File: src/rtl/core/antialiased_dot_pixel_blender_top_macros.svh
// Assertion macros shared by the blender RTL.
`ifndef ANTIALIASED_DOT_PIXEL_BLENDER_TOP_MACROS_SVH
`define ANTIALIASED_DOT_PIXEL_BLENDER_TOP_MACROS_SVH
`ifndef ASSERT_OFF
// Checked only while out of reset.
`define ADPB_ASSERT(lbl, prop, msg) \
  lbl: assert property (@(posedge clk) disable iff (!rst_n) prop) else $error(msg);
// Checked at every edge, reset included.
`define ADPB_ASSERT_ALWAYS(lbl, prop, msg) \
  lbl: assert property (@(posedge clk) prop) else $error(msg);
`else
`define ADPB_ASSERT(lbl, prop, msg)
`define ADPB_ASSERT_ALWAYS(lbl, prop, msg)
`endif
`endif

File: src/rtl/core/adpb_pkg.sv
package adpb_pkg;

  // Default coordinate width.
  localparam int COORD_WIDTH_DEF = 10;

  // Configuration register indexes.
  localparam int CFG_IDX_W = 3;
  typedef enum logic [CFG_IDX_W-1:0] {
    REG_CENTER_X    = 3'd0,
    REG_CENTER_Y    = 3'd1,
    REG_RADIUS      = 3'd2,
    REG_FILL_RED    = 3'd3,
    REG_FILL_GREEN  = 3'd4,
    REG_FILL_BLUE   = 3'd5,
    REG_CANVAS_SIZE = 3'd6
  } cfg_reg_t;

  // Reset values of the configuration registers.
  localparam int RADIUS_RESET = 6;
  localparam int CANVAS_RESET = 64;

  // The feather slope 255/1.2 per pixel equals 425/512 per Q.8 step.
  localparam logic [8:0] FILL_GAIN = 9'd425;
  localparam int FILL_SHIFT = 9;
  // Peak ring alpha.
  localparam logic [7:0] RING_PEAK = 8'd150;
  // Square scale so that the root is the pixel distance with 8 fraction bits.
  localparam int RAD_SHIFT = 14;

  // Queue status seen by the back end.
  typedef struct packed {
    logic full;
    logic empty;
  } adpb_qstat_t;

  // Exact floor(v/255) for v below 65280, where the result fits in 8 bits.
  function automatic logic [7:0] div255(input logic [15:0] v);
    logic [16:0] t;
    t = {1'b0, v} + 17'd1 + {9'd0, v[15:8]};
    return t[15:8];
  endfunction

endpackage

File: src/rtl/core/adpb_if.sv
// Valid/ready channel for canvas pixels going in.
interface adpb_in_if #(
  parameter int CW = adpb_pkg::COORD_WIDTH_DEF
);
  logic          valid;
  logic          ready;
  logic [CW-1:0] pixel_x;
  logic [CW-1:0] pixel_y;
  logic [7:0]    dst_red;
  logic [7:0]    dst_green;
  logic [7:0]    dst_blue;
  logic [7:0]    dst_alpha;

  modport source (output valid, pixel_x, pixel_y, dst_red, dst_green, dst_blue,
                  dst_alpha, input ready);
  modport sink (input valid, pixel_x, pixel_y, dst_red, dst_green, dst_blue,
                dst_alpha, output ready);
endinterface

// Valid/ready channel for composited pixels going out.
interface adpb_out_if;
  logic       valid;
  logic       ready;
  logic [7:0] out_red;
  logic [7:0] out_green;
  logic [7:0] out_blue;
  logic [7:0] out_alpha;

  modport source (output valid, out_red, out_green, out_blue, out_alpha,
                  input ready);
  modport sink (input valid, out_red, out_green, out_blue, out_alpha,
                output ready);
endinterface

File: src/rtl/core/adpb_front.sv
// Classifies a pixel against canvas and box and forms its half-pixel offsets.
module adpb_front #(
  parameter int CW = adpb_pkg::COORD_WIDTH_DEF,
  parameter int EW = 2 * (CW + 1) + 33
) (
  input  logic [CW-1:0] px,
  input  logic [CW-1:0] py,
  input  logic [31:0]   rgba,
  input  logic [CW-1:0] center_x,
  input  logic [CW-1:0] center_y,
  input  logic [CW-2:0] radius,
  input  logic [CW:0]   canvas_size,
  output logic [EW-1:0] entry
);
  logic signed [CW+1:0] ex, ey, lim, ox, oy;
  logic [CW+1:0]        ax, ay;
  logic                 in_canvas, in_box;

  // Signed offsets from the center and the box half-width.
  assign ex  = $signed({2'b00, px}) - $signed({2'b00, center_x});
  assign ey  = $signed({2'b00, py}) - $signed({2'b00, center_y});
  assign lim = $signed({3'b000, radius}) + 'sd2;

  assign in_canvas = ({1'b0, px} < canvas_size) && ({1'b0, py} < canvas_size);
  assign in_box    = (ex <= lim) && (ex >= -lim) && (ey <= lim) && (ey >= -lim);

  // Offsets in half pixels, kept as magnitudes since only squares are used.
  assign ox = (ex <<< 1) + 'sd1;
  assign oy = (ey <<< 1) + 'sd1;
  assign ax = ox[CW+1] ? $unsigned(-ox) : $unsigned(ox);
  assign ay = oy[CW+1] ? $unsigned(-oy) : $unsigned(oy);

  assign entry = {in_canvas && in_box, ax[CW:0], ay[CW:0], rgba};
endmodule

File: src/rtl/core/adpb_queue.sv
// Small FIFO that decouples the front end from the back pipeline.
module adpb_queue #(
  parameter int EW    = 8,
  parameter int DEPTH = 4
) (
  input  logic                  clk,
  input  logic                  rst_n,
  input  logic                  push,
  input  logic [EW-1:0]         wdata,
  input  logic                  pop,
  output logic [EW-1:0]         rdata,
  output adpb_pkg::adpb_qstat_t stat
);
  localparam int AW = $clog2(DEPTH);

  logic [EW-1:0] mem [DEPTH];
  logic [AW-1:0] wp_r, wp_nxt, rp_r, rp_nxt;
  logic [AW:0]   cnt_r, cnt_nxt;

  assign stat.full  = (cnt_r == (AW+1)'(DEPTH));
  assign stat.empty = (cnt_r == '0);
  assign rdata      = mem[rp_r];

  // Pointer and fill-level update.
  always_comb begin
    wp_nxt  = push ? ((wp_r == AW'(DEPTH - 1)) ? '0 : wp_r + 1'b1) : wp_r;
    rp_nxt  = pop ? ((rp_r == AW'(DEPTH - 1)) ? '0 : rp_r + 1'b1) : rp_r;
    cnt_nxt = cnt_r + (AW+1)'(push) - (AW+1)'(pop);
  end

  always_ff @(posedge clk) begin
    if (!rst_n) begin
      wp_r  <= '0;
      rp_r  <= '0;
      cnt_r <= '0;
    end else begin
      wp_r  <= wp_nxt;
      rp_r  <= rp_nxt;
      cnt_r <= cnt_nxt;
    end
  end

  // Storage write.
  always_ff @(posedge clk) begin
    if (push) begin
      mem[wp_r] <= wdata;
    end
  end
endmodule

File: src/rtl/core/adpb_isqrt.sv
// Pipelined restoring square root, one result bit per stage.
module adpb_isqrt #(
  parameter int QW  = 19,
  parameter int SBW = 33
) (
  input  logic           clk,
  input  logic           rst_n,
  input  logic           en,
  input  logic           in_valid,
  input  logic [2*QW-1:0] radicand,
  input  logic [SBW-1:0] in_sb,
  output logic           out_valid,
  output logic [QW-1:0]  root,
  output logic [SBW-1:0] out_sb
);
  logic [2*QW-1:0] rad_r  [QW+1];
  logic [QW+1:0]   rem_r  [QW+1];
  logic [QW-1:0]   root_r [QW+1];
  logic [SBW-1:0]  sb_r   [QW+1];
  logic            vld_r  [QW+1];

  assign rad_r[0]  = radicand;
  assign rem_r[0]  = '0;
  assign root_r[0] = '0;
  assign sb_r[0]   = in_sb;
  assign vld_r[0]  = in_valid;

  for (genvar i = 0; i < QW; i++) begin : g_stage
    logic [QW+1:0] rem_in, trial;
    logic          take;

    // Bring down the next bit pair and try the next root bit.
    assign rem_in = {rem_r[i][QW-1:0], rad_r[i][2*QW-1:2*QW-2]};
    assign trial  = {root_r[i], 2'b01};
    assign take   = (rem_in >= trial);

    always_ff @(posedge clk) begin
      if (!rst_n) begin
        vld_r[i+1] <= 1'b0;
      end else if (en) begin
        vld_r[i+1] <= vld_r[i];
      end
    end

    always_ff @(posedge clk) begin
      if (en) begin
        rad_r[i+1]  <= {rad_r[i][2*QW-3:0], 2'b00};
        rem_r[i+1]  <= take ? rem_in - trial : rem_in;
        root_r[i+1] <= {root_r[i][QW-2:0], take};
        sb_r[i+1]   <= sb_r[i];
      end
    end
  end

  assign out_valid = vld_r[QW];
  assign root      = root_r[QW];
  assign out_sb    = sb_r[QW];
endmodule

File: src/rtl/core/adpb_back.sv
// Back pipeline: distance, layer alphas, fill blend, ring blend, output register.
module adpb_back #(
  parameter int CW = adpb_pkg::COORD_WIDTH_DEF,
  parameter int EW = 2 * (CW + 1) + 33
) (
  input  logic                  clk,
  input  logic                  rst_n,
  input  adpb_pkg::adpb_qstat_t qstat,
  input  logic [EW-1:0]         entry,
  output logic                  pop,
  input  logic [CW-2:0]         radius,
  input  logic [7:0]            fill_red,
  input  logic [7:0]            fill_green,
  input  logic [7:0]            fill_blue,
  adpb_out_if.source            out_ch
);
  localparam int SQW = 2 * CW + 3;
  localparam int QW  = CW + 9;
  localparam int RQW = CW + 7;
  localparam int SBW = 33;

  logic en;

  // The whole pipeline moves unless a finished pixel is still waiting.
  assign en  = !out_ch.valid || out_ch.ready;
  assign pop = en && !qstat.empty;

  // Squares of the offset magnitudes.
  logic            s1_vld_r;
  logic [2*CW+1:0] s1_sqx_r, s1_sqy_r;
  logic [SBW-1:0]  s1_sb_r;
  logic [CW:0]     ax, ay;

  assign ax = entry[32 + 2*(CW+1) - 1 : 32 + CW + 1];
  assign ay = entry[32 + CW : 32];

  always_ff @(posedge clk) begin
    if (!rst_n) begin
      s1_vld_r <= 1'b0;
    end else if (en) begin
      s1_vld_r <= !qstat.empty;
    end
  end

  always_ff @(posedge clk) begin
    if (en) begin
      s1_sqx_r <= (2*CW+2)'(ax) * (2*CW+2)'(ax);
      s1_sqy_r <= (2*CW+2)'(ay) * (2*CW+2)'(ay);
      s1_sb_r  <= {entry[EW-1], entry[31:0]};
    end
  end

  // Distance in Q.8 through the root pipeline.
  logic [SQW-1:0]  sqsum;
  logic [2*QW-1:0] rad;
  logic            d_vld;
  logic [QW-1:0]   dq;
  logic [SBW-1:0]  d_sb;

  assign sqsum = SQW'(s1_sqx_r) + SQW'(s1_sqy_r);
  assign rad   = (2*QW)'(sqsum) << adpb_pkg::RAD_SHIFT;

  adpb_isqrt #(.QW(QW), .SBW(SBW)) u_isqrt (
    .clk       (clk),
    .rst_n     (rst_n),
    .en        (en),
    .in_valid  (s1_vld_r),
    .radicand  (rad),
    .in_sb     (s1_sb_r),
    .out_valid (d_vld),
    .root      (dq),
    .out_sb    (d_sb)
  );

  // Alpha products for the disc edge and the ring.
  logic [QW-1:0]  rq, diff, e;
  logic           in_zone;
  logic           s3_vld_r;
  logic [QW+8:0]  s3_pf_r;
  logic [16:0]    s3_pr_r;
  logic [SBW-1:0] s3_sb_r;

  assign rq      = QW'({radius, 8'd0});
  assign in_zone = d_sb[32];
  assign diff    = rq - dq;
  assign e       = (dq > rq) ? dq - rq : rq - dq;

  always_ff @(posedge clk) begin
    if (!rst_n) begin
      s3_vld_r <= 1'b0;
    end else if (en) begin
      s3_vld_r <= d_vld;
    end
  end

  always_ff @(posedge clk) begin
    if (en) begin
      s3_pf_r <= (in_zone && (dq < rq)) ?
                 (QW+9)'(adpb_pkg::FILL_GAIN) * (QW+9)'(diff) : '0;
      s3_pr_r <= (in_zone && (e <= QW'(256))) ?
                 17'(adpb_pkg::RING_PEAK) * (17'd256 - 17'(e)) : '0;
      s3_sb_r <= d_sb;
    end
  end

  // Saturated fill alpha and ring alpha.
  logic           s4_vld_r;
  logic [7:0]     s4_fa_r, s4_ra_r;
  logic [SBW-1:0] s4_sb_r;
  logic [QW-1:0]  fa_raw;

  assign fa_raw = QW'(s3_pf_r >> adpb_pkg::FILL_SHIFT);

  always_ff @(posedge clk) begin
    if (!rst_n) begin
      s4_vld_r <= 1'b0;
    end else if (en) begin
      s4_vld_r <= s3_vld_r;
    end
  end

  always_ff @(posedge clk) begin
    if (en) begin
      s4_fa_r <= (fa_raw > QW'(255)) ? 8'd255 : fa_raw[7:0];
      s4_ra_r <= s3_pr_r[15:8];
      s4_sb_r <= s3_sb_r;
    end
  end

  // Fill blend products.
  logic        s5_vld_r;
  logic [15:0] s5_r_r, s5_g_r, s5_b_r;
  logic [7:0]  s5_a_r, s5_ra_r;
  logic [7:0]  ifa;

  assign ifa = 8'd255 - s4_fa_r;

  always_ff @(posedge clk) begin
    if (!rst_n) begin
      s5_vld_r <= 1'b0;
    end else if (en) begin
      s5_vld_r <= s4_vld_r;
    end
  end

  always_ff @(posedge clk) begin
    if (en) begin
      s5_r_r  <= 16'(fill_red) * 16'(s4_fa_r) + 16'(s4_sb_r[31:24]) * 16'(ifa);
      s5_g_r  <= 16'(fill_green) * 16'(s4_fa_r) + 16'(s4_sb_r[23:16]) * 16'(ifa);
      s5_b_r  <= 16'(fill_blue) * 16'(s4_fa_r) + 16'(s4_sb_r[15:8]) * 16'(ifa);
      s5_a_r  <= (s4_fa_r > s4_sb_r[7:0]) ? s4_fa_r : s4_sb_r[7:0];
      s5_ra_r <= s4_ra_r;
    end
  end

  // Fill blend division and the combined alpha.
  logic       s6_vld_r;
  logic [7:0] s6_r_r, s6_g_r, s6_b_r, s6_a_r, s6_ra_r;

  always_ff @(posedge clk) begin
    if (!rst_n) begin
      s6_vld_r <= 1'b0;
    end else if (en) begin
      s6_vld_r <= s5_vld_r;
    end
  end

  always_ff @(posedge clk) begin
    if (en) begin
      s6_r_r  <= adpb_pkg::div255(s5_r_r);
      s6_g_r  <= adpb_pkg::div255(s5_g_r);
      s6_b_r  <= adpb_pkg::div255(s5_b_r);
      s6_a_r  <= (s5_ra_r > s5_a_r) ? s5_ra_r : s5_a_r;
      s6_ra_r <= s5_ra_r;
    end
  end

  // Ring blend products; the ring is black so only the kept part remains.
  logic        s7_vld_r;
  logic [15:0] s7_r_r, s7_g_r, s7_b_r;
  logic [7:0]  s7_a_r;
  logic [7:0]  ira;

  assign ira = 8'd255 - s6_ra_r;

  always_ff @(posedge clk) begin
    if (!rst_n) begin
      s7_vld_r <= 1'b0;
    end else if (en) begin
      s7_vld_r <= s6_vld_r;
    end
  end

  always_ff @(posedge clk) begin
    if (en) begin
      s7_r_r <= 16'(s6_r_r) * 16'(ira);
      s7_g_r <= 16'(s6_g_r) * 16'(ira);
      s7_b_r <= 16'(s6_b_r) * 16'(ira);
      s7_a_r <= s6_a_r;
    end
  end

  // Output register.
  logic       out_vld_r;
  logic [7:0] out_r_r, out_g_r, out_b_r, out_a_r;

  always_ff @(posedge clk) begin
    if (!rst_n) begin
      out_vld_r <= 1'b0;
    end else if (en) begin
      out_vld_r <= s7_vld_r;
    end
  end

  always_ff @(posedge clk) begin
    if (en) begin
      out_r_r <= adpb_pkg::div255(s7_r_r);
      out_g_r <= adpb_pkg::div255(s7_g_r);
      out_b_r <= adpb_pkg::div255(s7_b_r);
      out_a_r <= s7_a_r;
    end
  end

  assign out_ch.valid     = out_vld_r;
  assign out_ch.out_red   = out_r_r;
  assign out_ch.out_green = out_g_r;
  assign out_ch.out_blue  = out_b_r;
  assign out_ch.out_alpha = out_a_r;
endmodule

File: src/rtl/core/antialiased_dot_pixel_blender_top.sv
// Antialiased dot blender: each canvas pixel comes back with a soft-edged
// filled disc and a black outline ring composited over it. The block takes
// one pixel per clock and returns one per clock while the output is not
// stalled. Most of its pipeline depth is the square-root pipeline, which
// resolves one distance bit per stage. A four-entry queue after the input
// classifier and a register at the output let each side stall on its own.
// Configuration must be written through the cfg_ port only while no pixel is
// in flight; the block does not enforce this. Unknown indexes are ignored.
`include "antialiased_dot_pixel_blender_top_macros.svh"

module antialiased_dot_pixel_blender_top #(
  parameter int COORD_WIDTH = adpb_pkg::COORD_WIDTH_DEF,
  parameter int CFG_DW      = (COORD_WIDTH + 1 > 8) ? COORD_WIDTH + 1 : 8
) (
  input  logic                           clk,
  input  logic                           rst_n,
  adpb_in_if.sink                        in_ch,
  adpb_out_if.source                     out_ch,
  input  logic                           cfg_we,
  input  logic [adpb_pkg::CFG_IDX_W-1:0] cfg_index,
  input  logic [CFG_DW-1:0]              cfg_wdata
);
  localparam int CW = COORD_WIDTH;
  localparam int EW = 2 * (CW + 1) + 33;

  // Configuration registers.
  logic [CW-1:0] center_x_r, center_y_r;
  logic [CW-2:0] radius_r;
  logic [7:0]    fill_red_r, fill_green_r, fill_blue_r;
  logic [CW:0]   canvas_size_r;

  always_ff @(posedge clk) begin
    if (!rst_n) begin
      center_x_r    <= '0;
      center_y_r    <= '0;
      radius_r      <= (CW-1)'(adpb_pkg::RADIUS_RESET);
      fill_red_r    <= '0;
      fill_green_r  <= '0;
      fill_blue_r   <= '0;
      canvas_size_r <= (CW+1)'(adpb_pkg::CANVAS_RESET);
    end else if (cfg_we) begin
      unique case (cfg_index)
        adpb_pkg::REG_CENTER_X:    center_x_r    <= cfg_wdata[CW-1:0];
        adpb_pkg::REG_CENTER_Y:    center_y_r    <= cfg_wdata[CW-1:0];
        adpb_pkg::REG_RADIUS:      radius_r      <= cfg_wdata[CW-2:0];
        adpb_pkg::REG_FILL_RED:    fill_red_r    <= cfg_wdata[7:0];
        adpb_pkg::REG_FILL_GREEN:  fill_green_r  <= cfg_wdata[7:0];
        adpb_pkg::REG_FILL_BLUE:   fill_blue_r   <= cfg_wdata[7:0];
        adpb_pkg::REG_CANVAS_SIZE: canvas_size_r <= cfg_wdata[CW:0];
        default: ;
      endcase
    end
  end

  // Front end: classify and queue.
  logic [EW-1:0]         f_entry, q_entry;
  logic                  q_push, q_pop;
  adpb_pkg::adpb_qstat_t q_stat;

  adpb_front #(.CW(CW), .EW(EW)) u_front (
    .px          (in_ch.pixel_x),
    .py          (in_ch.pixel_y),
    .rgba        ({in_ch.dst_red, in_ch.dst_green, in_ch.dst_blue, in_ch.dst_alpha}),
    .center_x    (center_x_r),
    .center_y    (center_y_r),
    .radius      (radius_r),
    .canvas_size (canvas_size_r),
    .entry       (f_entry)
  );

  assign in_ch.ready = !q_stat.full;
  assign q_push      = in_ch.valid && in_ch.ready;

  adpb_queue #(.EW(EW), .DEPTH(4)) u_queue (
    .clk   (clk),
    .rst_n (rst_n),
    .push  (q_push),
    .wdata (f_entry),
    .pop   (q_pop),
    .rdata (q_entry),
    .stat  (q_stat)
  );

  // Back end: distance, alphas and blending.
  adpb_back #(.CW(CW), .EW(EW)) u_back (
    .clk        (clk),
    .rst_n      (rst_n),
    .qstat      (q_stat),
    .entry      (q_entry),
    .pop        (q_pop),
    .radius     (radius_r),
    .fill_red   (fill_red_r),
    .fill_green (fill_green_r),
    .fill_blue  (fill_blue_r),
    .out_ch     (out_ch)
  );

  // The queue is never drained past empty nor written when full.
  `ADPB_ASSERT(a_pop_not_empty, q_pop |-> !q_stat.empty, "queue popped while empty")
  `ADPB_ASSERT(a_no_push_full, q_stat.full |-> !q_push, "queue written while full")
  // No result may appear in the cycle after reset.
  `ADPB_ASSERT_ALWAYS(a_rst_quiet, !rst_n |=> !out_ch.valid, "result valid after reset")
endmodule

File: src/flat_wrapper.sv
// flat-port wrapper written by rule: the top's interface ports become plain ports
module antialiased_dot_pixel_blender_top_flat import adpb_pkg::*;
#(
  parameter int COORD_WIDTH = adpb_pkg::COORD_WIDTH_DEF,
  parameter int CFG_DW      = (COORD_WIDTH + 1 > 8) ? COORD_WIDTH + 1 : 8
)
  (clk, rst_n, cfg_we, cfg_index, cfg_wdata, in_ch_valid, in_ch_pixel_x, in_ch_pixel_y, in_ch_dst_red, in_ch_dst_green, in_ch_dst_blue, in_ch_dst_alpha, in_ch_ready, out_ch_valid, out_ch_out_red, out_ch_out_green, out_ch_out_blue, out_ch_out_alpha, out_ch_ready);
  adpb_in_if #(.CW((COORD_WIDTH_DEF))) in_ch_i ();
  adpb_out_if out_ch_i ();
  input  logic clk;
  input  logic rst_n;
  input  logic cfg_we;
  input  logic [adpb_pkg::CFG_IDX_W-1:0] cfg_index;
  input  logic [CFG_DW-1:0] cfg_wdata;
  input wire logic [$bits(in_ch_i.valid)-1:0] in_ch_valid;
  input wire logic [$bits(in_ch_i.pixel_x)-1:0] in_ch_pixel_x;
  input wire logic [$bits(in_ch_i.pixel_y)-1:0] in_ch_pixel_y;
  input wire logic [$bits(in_ch_i.dst_red)-1:0] in_ch_dst_red;
  input wire logic [$bits(in_ch_i.dst_green)-1:0] in_ch_dst_green;
  input wire logic [$bits(in_ch_i.dst_blue)-1:0] in_ch_dst_blue;
  input wire logic [$bits(in_ch_i.dst_alpha)-1:0] in_ch_dst_alpha;
  output wire logic [$bits(in_ch_i.ready)-1:0] in_ch_ready;
  output wire logic [$bits(out_ch_i.valid)-1:0] out_ch_valid;
  output wire logic [$bits(out_ch_i.out_red)-1:0] out_ch_out_red;
  output wire logic [$bits(out_ch_i.out_green)-1:0] out_ch_out_green;
  output wire logic [$bits(out_ch_i.out_blue)-1:0] out_ch_out_blue;
  output wire logic [$bits(out_ch_i.out_alpha)-1:0] out_ch_out_alpha;
  input wire logic [$bits(out_ch_i.ready)-1:0] out_ch_ready;
  assign in_ch_i.valid = in_ch_valid;
  assign in_ch_i.pixel_x = in_ch_pixel_x;
  assign in_ch_i.pixel_y = in_ch_pixel_y;
  assign in_ch_i.dst_red = in_ch_dst_red;
  assign in_ch_i.dst_green = in_ch_dst_green;
  assign in_ch_i.dst_blue = in_ch_dst_blue;
  assign in_ch_i.dst_alpha = in_ch_dst_alpha;
  assign in_ch_ready = in_ch_i.ready;
  assign out_ch_valid = out_ch_i.valid;
  assign out_ch_out_red = out_ch_i.out_red;
  assign out_ch_out_green = out_ch_i.out_green;
  assign out_ch_out_blue = out_ch_i.out_blue;
  assign out_ch_out_alpha = out_ch_i.out_alpha;
  assign out_ch_i.ready = out_ch_ready;
  antialiased_dot_pixel_blender_top #(.COORD_WIDTH(COORD_WIDTH), .CFG_DW(CFG_DW)) u_core (.clk(clk), .rst_n(rst_n), .in_ch(in_ch_i), .out_ch(out_ch_i), .cfg_we(cfg_we), .cfg_index(cfg_index), .cfg_wdata(cfg_wdata));
endmodule
File: config.mk
export PLATFORM = sky130hd
export DESIGN_NAME = antialiased_dot_pixel_blender_top_flat
export DESIGN_NICKNAME = d
export VERILOG_FILES = /design/src/rtl/core/adpb_pkg.sv /design/src/rtl/core/adpb_if.sv /design/src/rtl/core/adpb_front.sv /design/src/rtl/core/adpb_queue.sv /design/src/rtl/core/adpb_isqrt.sv /design/src/rtl/core/adpb_back.sv /design/src/rtl/core/antialiased_dot_pixel_blender_top.sv /design/src/flat_wrapper.sv
export VERILOG_INCLUDE_DIRS = /design/src /design/src/rtl/core
export SDC_FILE = /design/constraint.sdc
export NUM_CORES = 2
export LEC_CHECK = 0
export BUFFER_PORTS_ARGS = -buffer_cell sky130_fd_sc_hd__buf_2
export CORE_UTILIZATION = 55
export CTS_CLUSTER_SIZE = 30
export DETAILED_ROUTE_END_ITERATION = 16
export GPL_TIMING_DRIVEN = 0
export PLACE_DENSITY = 0.74
export SYNTH_ARGS = -nofsm -noshare
export SYNTH_HDL_FRONTEND = slang
export SYNTH_HIERARCHICAL = 1
export SYNTH_SLANG_ARGS = --single-unit
File: constraint.sdc
create_clock -name clk -period 40.8 [get_ports clk]
set_input_delay 4.08 -clock clk [delete_from_list [all_inputs] [get_ports clk]]
set_output_delay 4.08 -clock clk [all_outputs]
set_load 0.02 [all_outputs]
# [After elaboration in Yosys (flattened, before gate mapping)]
# Memories as Yosys holds them, arrays and structs flattened. A register that Yosys moved wholly into a read port is not among the register bits.
# Cells that the tools add are included.
[totals] regBits=1763 ramBits=220 input_bits=71 out_inout_bits=34 wordCells=293 memories=1
[mem_list] memory="u_core.u_queue.mem" depth=4 width=55 read_ports=1 rd_ports_with_merged_regs=1 write_ports=1 line="adpb_queue.sv:16" text="logic [EW-1:0] mem [DEPTH];"
[op_classes] n_addsub=51 mul=13 n_lt_le_gt_ge=31 eq_ne=9 muxes=29 reduce_logical=22
[ops] op="$mux W19" count=18
[ops] op="$mul A8 B8 Y16" count=9
[ops] op="$add A16 B1 Y16 const B" count=6
[ops] op="$add A16 B8 Y16" count=6
[ops] op="$add A16 B16 Y16" count=3
[ops] op="$mul A11 B11 Y22" count=2
[ops] op="$sub A19 B17 Y19" count=2
[ops] op="$mul A9 B19 Y28 const A" count=1
[ops] op="$add A12 B2 Y12 const B" count=2
[ops] op="$ge A11 B12 Y1" count=2
[ops] op="$add A22 B22 Y23" count=1
[ops] op="$le A11 B11 Y1" count=2
[ops] op="$lt A10 B11 Y1" count=2
[ops] op="$mux W11" count=2
[ops] op="$neg A11 Y11" count=2
[ops] op="$sub A10 B10 Y11" count=2
[ops] op="$ge A21 B10 Y1" count=1
[ops] op="$ge A21 B11 Y1" count=1
[ops] op="$ge A21 B12 Y1" count=1
[ops] op="$ge A21 B13 Y1" count=1
[ops] op="$ge A21 B14 Y1" count=1
[ops] op="$ge A21 B15 Y1" count=1
[ops] op="$ge A21 B16 Y1" count=1
[ops] op="$ge A21 B17 Y1" count=1
[ops] op="54 further kinds" count=85

# [Logic depth before layout (Yosys ltp)]
[depth] depth_word=7 ltp_mapped=27 ltp_nobuf=25

# [By module]
# The synthesis kept the hierarchy.
[modules_own_cells] module="adpb_isqrt" instances=1 cells_per_inst=3727 area_each_um2=59464.5 seq_area_each_um2=44793.0
[modules_own_cells] module="adpb_back" instances=1 cells_per_inst=4268 area_each_um2=45224.6 seq_area_each_um2=11370.9
[modules_own_cells] module="adpb_queue" instances=1 cells_per_inst=330 area_each_um2=8456.9 seq_area_each_um2=6786.5
[modules_own_cells] module="adpb_front" instances=1 cells_per_inst=402 area_each_um2=3071.7 seq_area_each_um2=0.0
[modules_own_cells] module="antialiased_dot_pixel_blender_top" instances=1 cells_per_inst=233 area_each_um2=2398.6 seq_area_each_um2=1281.2

# [Least setup slack after synthesis]
# Ideal clock, no wire load.
[synth_timing] path_type="input -> register" start="in out_ch_ready" end="reg u_core/u_back/u_isqrt/vld_r[10] (netlist name)" setup_ps=117 t_arrival_ps=41917 required_time_ps=40683 path_slack_ps=-1233 path_stages=7 path_buffers=3 path_cell_list="nor2b_1 > clkbuf_1 > inv_1 > clkbuf_1 > buf_1 > mux2i_1 > nor2b_1"
[synth_between] elab_chain_len=1
[synth_rtl] element="start, declared" line="flat_wrapper.sv:28" text="input wire logic [$bits(out_ch_i.ready)-1:0] out_ch_ready;"
[synth_rtl] element="$logic_or A1 B1 Y1" line="adpb_back.sv:25" text="assign en = !out_ch.valid || out_ch.ready;"
[synth_rtl] element="via u_core.u_back.en" line="adpb_back.sv:22" text="logic en;"
[synth_rtl] element="end signal, assigned by index" line="adpb_isqrt.sv:41" text="vld_r[i+1] <= vld_r[i];"
[synth_rtl] element="end, declared" line="adpb_isqrt.sv:20" text="logic vld_r [QW+1];"
# The timed path passes the listed nets, and every way through them passes these cells.
# A chain may end at the register's enable or synchronous reset.

# [Worst setup path after layout]
[layout_timing] start="in in_ch_pixel_y[0]" end="mem u_core/u_queue/mem[0][54] (netlist name) (data pin)"
[layout_between] elab_chain_len=5 word_cells_on_any_way=8 cone_classes="1 x add/sub; 3 x order compare; 4 x reduce/logical"
[layout_rtl] element="start, declared" line="flat_wrapper.sv:17" text="input wire logic [$bits(in_ch_i.pixel_y)-1:0] in_ch_pixel_y;"
[layout_rtl] element="$sub A10 B10 Y11" line="adpb_front.sv:21" text="assign ey = $signed({2'b00, py}) - $signed({2'b00, center_y});"
[layout_rtl] element="$le A11 B11 Y1" line="adpb_front.sv:25" text="assign in_box = (ex <= lim) && (ex >= -lim) && (ey <= lim) && (ey >= -lim);"
[layout_rtl] element="$logic_and A1 B1 Y1 (2 in series)" line="adpb_front.sv:25"
[layout_rtl] element="$logic_and A1 B1 Y1 (*)" line="adpb_front.sv:33" text="assign entry = {in_canvas && in_box, ax[CW:0], ay[CW:0], rgba};"
[layout_rtl] element="via u_core.f_entry[54]" line="antialiased_dot_pixel_blender_top.sv:56" text="logic [EW-1:0] f_entry, q_entry;"
[layout_rtl] element="end, declared" line="adpb_queue.sv:16"
# Mark *: on every way through the listed nets, which the timed path passes. The rest lies on a longest branch.

==> results.md <==
- CP max stage delay: roughly 600 ps
- CTS tree: yes
- Synth Cell Area: approximately 120000 sq um
- Die H: roughly 470 microns
- First-pass GRT wire length: around 380 mm
- Fin. Hold Viols: 0
- Max Transition Viols Final: 0
- Asr flop ratio synth: 0%
- Post-synth top area share: a little over half
- Final instance area: between 100000 and 150000 sq um
- Fmax: roughly 0.13 GHz
- DIE AREA: 217500 sq um
- Initial DRC count: around 4.2k
- Outcome: completed
- Nets: 10.89k
- GR Overflow Total: 0
- Critical path type: in2reg
- Cell count after synthesis: between 8k and 9k
- DR WL/cell: approximately 19 microns
- Vias: between 60k and 70k
- Largest net degree at the start of global routing: 56
- Layout Skew: roughly 66 ps
- Syn Area/Cell: 13.24 sq um
- Normalized max-slew margin: about 15%
- Final Hold Slack: around 380 ps
- Synth cell count leaders: edfxtp_1 (2073), inv_1 (1129), ha_1 (919)
- Total GRT Usage: 22.07%
- Die Width: ~470 microns
- HPWL after detailed placement: 175.8 mm
- Final Critical Period: 7656 ps
- Ports: ~110
- Final setup vio count: 0
- Crit-path cells: buf_2 > inv_1 > ha_1 > inv_1 > fa_1 > a21o_1 > a21oi_1 > o21ai_1 > o41ai_1 > xnor2_1 > ha_1 > nand3_1 > nor2_1 > and2_1 > nand2_1 > mux2_1 > mux2i_1 > a211oi_1 > nor4_1
- Data required time of the worst path: a little over 40000 ps
- Count of cell types in the netlist: 117
- DRT Pass-1 Iters: 6
- Final Cycle Share: 18.76%
- Post-synth EDFFs: slightly above 2k
- CP max FO: 4
- Critical path's slowest cell: nor4_1
- Starting Density: between 50% and 60%
- Std-Cell Rows: 170
- YS warnings: 6
- CTS buffer count: 216
- Post-CTS setup buffer count: 0
- Worst-Margin Slew: approximately 1200 ps
- Htree depth: 4
- Initial antenna violation count: 8
- Clock sink total: 2172
- Worst Path Arrival: ~8000 ps
- Placement Cell Area: roughly 120000 sq um
- Fin worst setup slack: 33140 ps
- Core Area: 214400 sq um
- CTS Buffer Depth: 3
- CP Capture Type: register
- Max Cap Violations: 0
- Unrepaired setup endpoints after global routing: false
- Root buffer cell: clkbuf_16
- Share of the core filled with cells: 61.12%
- Port Buffers: approximately 70
- Vias in the first global route: ~70k
- Final WL: approximately 240 mm
- Seq/Total Area, Yosys: between 50% and 60%
- Routability Congestion: roughly 0.92
- DRC viols: 0
- Via-to-Cell Ratio: around 5.5
- Post-synth top area cell: edfxtp_1
- Top-count cell post-synth: edfxtp_1
- Pre-CTS WS: ~32000 ps
- CTS clk-pin slew, worst paths: ~60 ps
- Cts hold-fix bufs: 0
- Routed Antenna Nets: 0
- Synth top area cells: edfxtp_1 (52%), fa_1 (9.8%), ha_1 (9.7%)
- Worst Setup Start Kind: input port
- Post_cts resized: 0
- Layout area overhead: 10.48%
- Post-synthesis register bit count: roughly 2.2k
- Clock Latency Late Sink: just under 900 ps
- Most used DFF post-synth: edfxtp_1
- HP Class: reg2reg
- Layout cells sized above 1: ~8.4%
[registers in the layout, summed over array words and instances (netlist names), 11 cells and up, named ones only]
signal / count
u_core/u_back/s3_pf_r: 19
u_core/u_back/s5_b_r: 16
u_core/u_back/u_isqrt/g_stage.rem_in: 356
u_core/u_back/s7_r_r: 16
u_core/u_back/s7_g_r: 16
u_core/u_back/s4_sb_r: 32
u_core/u_back/u_isqrt/vld_r: 18
u_core/u_back/s5_r_r: 16
u_core/u_back/s1_sqy_r: 21
u_core/canvas_size_r: 11
u_core/u_back/s7_b_r: 16
u_core/u_back/u_isqrt/root: 19
u_core/u_back/s3_sb_r: 32
u_core/u_back/u_isqrt/sb_r: 594
u_core/u_back/u_isqrt/g_stage.trial: 171
u_core/u_queue/mem: 220
u_core/u_back/u_isqrt/rad_r: 306
u_core/u_back/u_isqrt/out_sb: 33
u_core/u_back/s5_g_r: 16
u_core/u_back/s1_sqx_r: 21
u_core/u_back/s1_sb_r: 33
[kinds of logic (layout without fill, tap and decap cells)]
| kind of cell | Yosys count | after routing | synth area share [%] |
|---|---|---|---|
| AOI/OAI and AO/OA | 1074 | 1074 | 5.849 |
| xor gates and xnor gates | 528 | 528 | 3.954 |
| adders and majority gates | 1503 | 1503 | 19.54 |
| buffers and inverters | 1388 | 1913 | 4.793 |
| DFF | 2172 | 2172 | 54.15 |
| muxes | 210 | 210 | 2.426 |
| other | 3 | 32 | 0.009493 |
| and+or+nand+nor | 2082 | 2082 | 9.275 |
[layout make-up]
class	count	area (sq um)
Clock buffer	249	5612
Buffer	256	1436
Tap cell	2838	3551
Clock inverter	160	1908
Sequential cell	2172	64230
Fill cell	16180	83350
Multi-Input combinational cell	5422	48790
Inverter	1132	4253
Antenna cell	7	17.52
Timing Repair Buffer	116	1249
[stage by stage]
| stage | setup TNS (ps) | std cells |
|---|---|---|
| 6_report | 0 | 12350 |
| 5_1_grt | 0 | 12350 |
| 4_1_cts | 0 | 12350 |
| 3_5_place_dp | 0 | 11940 |
| 3_3_place_gp | -3444200 | 11890 |
| 2_1_floorplan | 0 | 8982 |
[worst paths after layout]
path / start / end / slack, ps / cells past startpoint
worst max-delay path: in_ch_pixel_y[0] / u_core/u_queue/mem[0][54]$_DFFE_PP_ / 33140 / 19
worst min-delay path: u_core/u_back/u_isqrt/rad_r[222]$_DFFE_PP_ / u_core/u_back/u_isqrt/rad_r[186]$_DFFE_PP_ / 380 / 0
worst max register to register: u_core/u_back/u_isqrt/root[0]$_DFFE_PP_ / u_core/u_back/s3_pf_r[27]$_SDFFCE_PN0N_ / 33210 / 23
worst min register to register: u_core/u_back/u_isqrt/rad_r[222]$_DFFE_PP_ / u_core/u_back/u_isqrt/rad_r[186]$_DFFE_PP_ / 380 / 0
[layout by cell type (no fill, tap or decap), types with 28 or more instances in the layout]
cell,n
a21o_1,107
buf_12,49
inv_1,1128
or3_1,34
mux4_2,50
nand4_1,43
nor2b_1,328
mux2i_1,100
clkinv_2,43
a21oi_1,268
bufinv_16,28
nor4_1,43
mux2_2,53
and3_1,43
nand3_1,74
and2_1,191
dfxtp_1,99
nand2_1,521
o21a_1,105
nand2b_1,195
a211oi_1,35
nor3_1,137
o21bai_1,31
fa_1,583
o31ai_1,43
nor2_1,319
or2_2,36
buf_2,101
buf_4,70
ha_1,919
o21ai_0,257
xnor2_1,303
clkbuf_1,148
xor2_1,219
clkbuf_16,218
edfxtp_1,2073
[worst max-delay path, delay by kind of cell]
| family | cells | cell delay, ps |
|---|---|---|
| AND/OR/NAND/NOR | 5 | 1040 |
| AO/OA/AOI/OAI | 5 | 1090 |
| buffers and inverters | 3 | 250 |
| XOR/XNOR | 1 | 360 |
| adder cells (fa/ha/maj) | 3 | 930 |
| multiplexers | 2 | 440 |
[per-layer routing]
metal | global-route usage, % | vias up | wire, microns
li1 | - | 32010 | -
met1 | 27.85 | 33420 | 98020
met2 | 38.81 | 1541 | 119100
met5 | 0 | - | 40
met4 | 8.056 | 6 | 8389
met3 | 2.897 | 450 | 10010
Power is not shown: default switching activity piles up to over one toggle a cycle in this logic, so the estimate is an artifact.
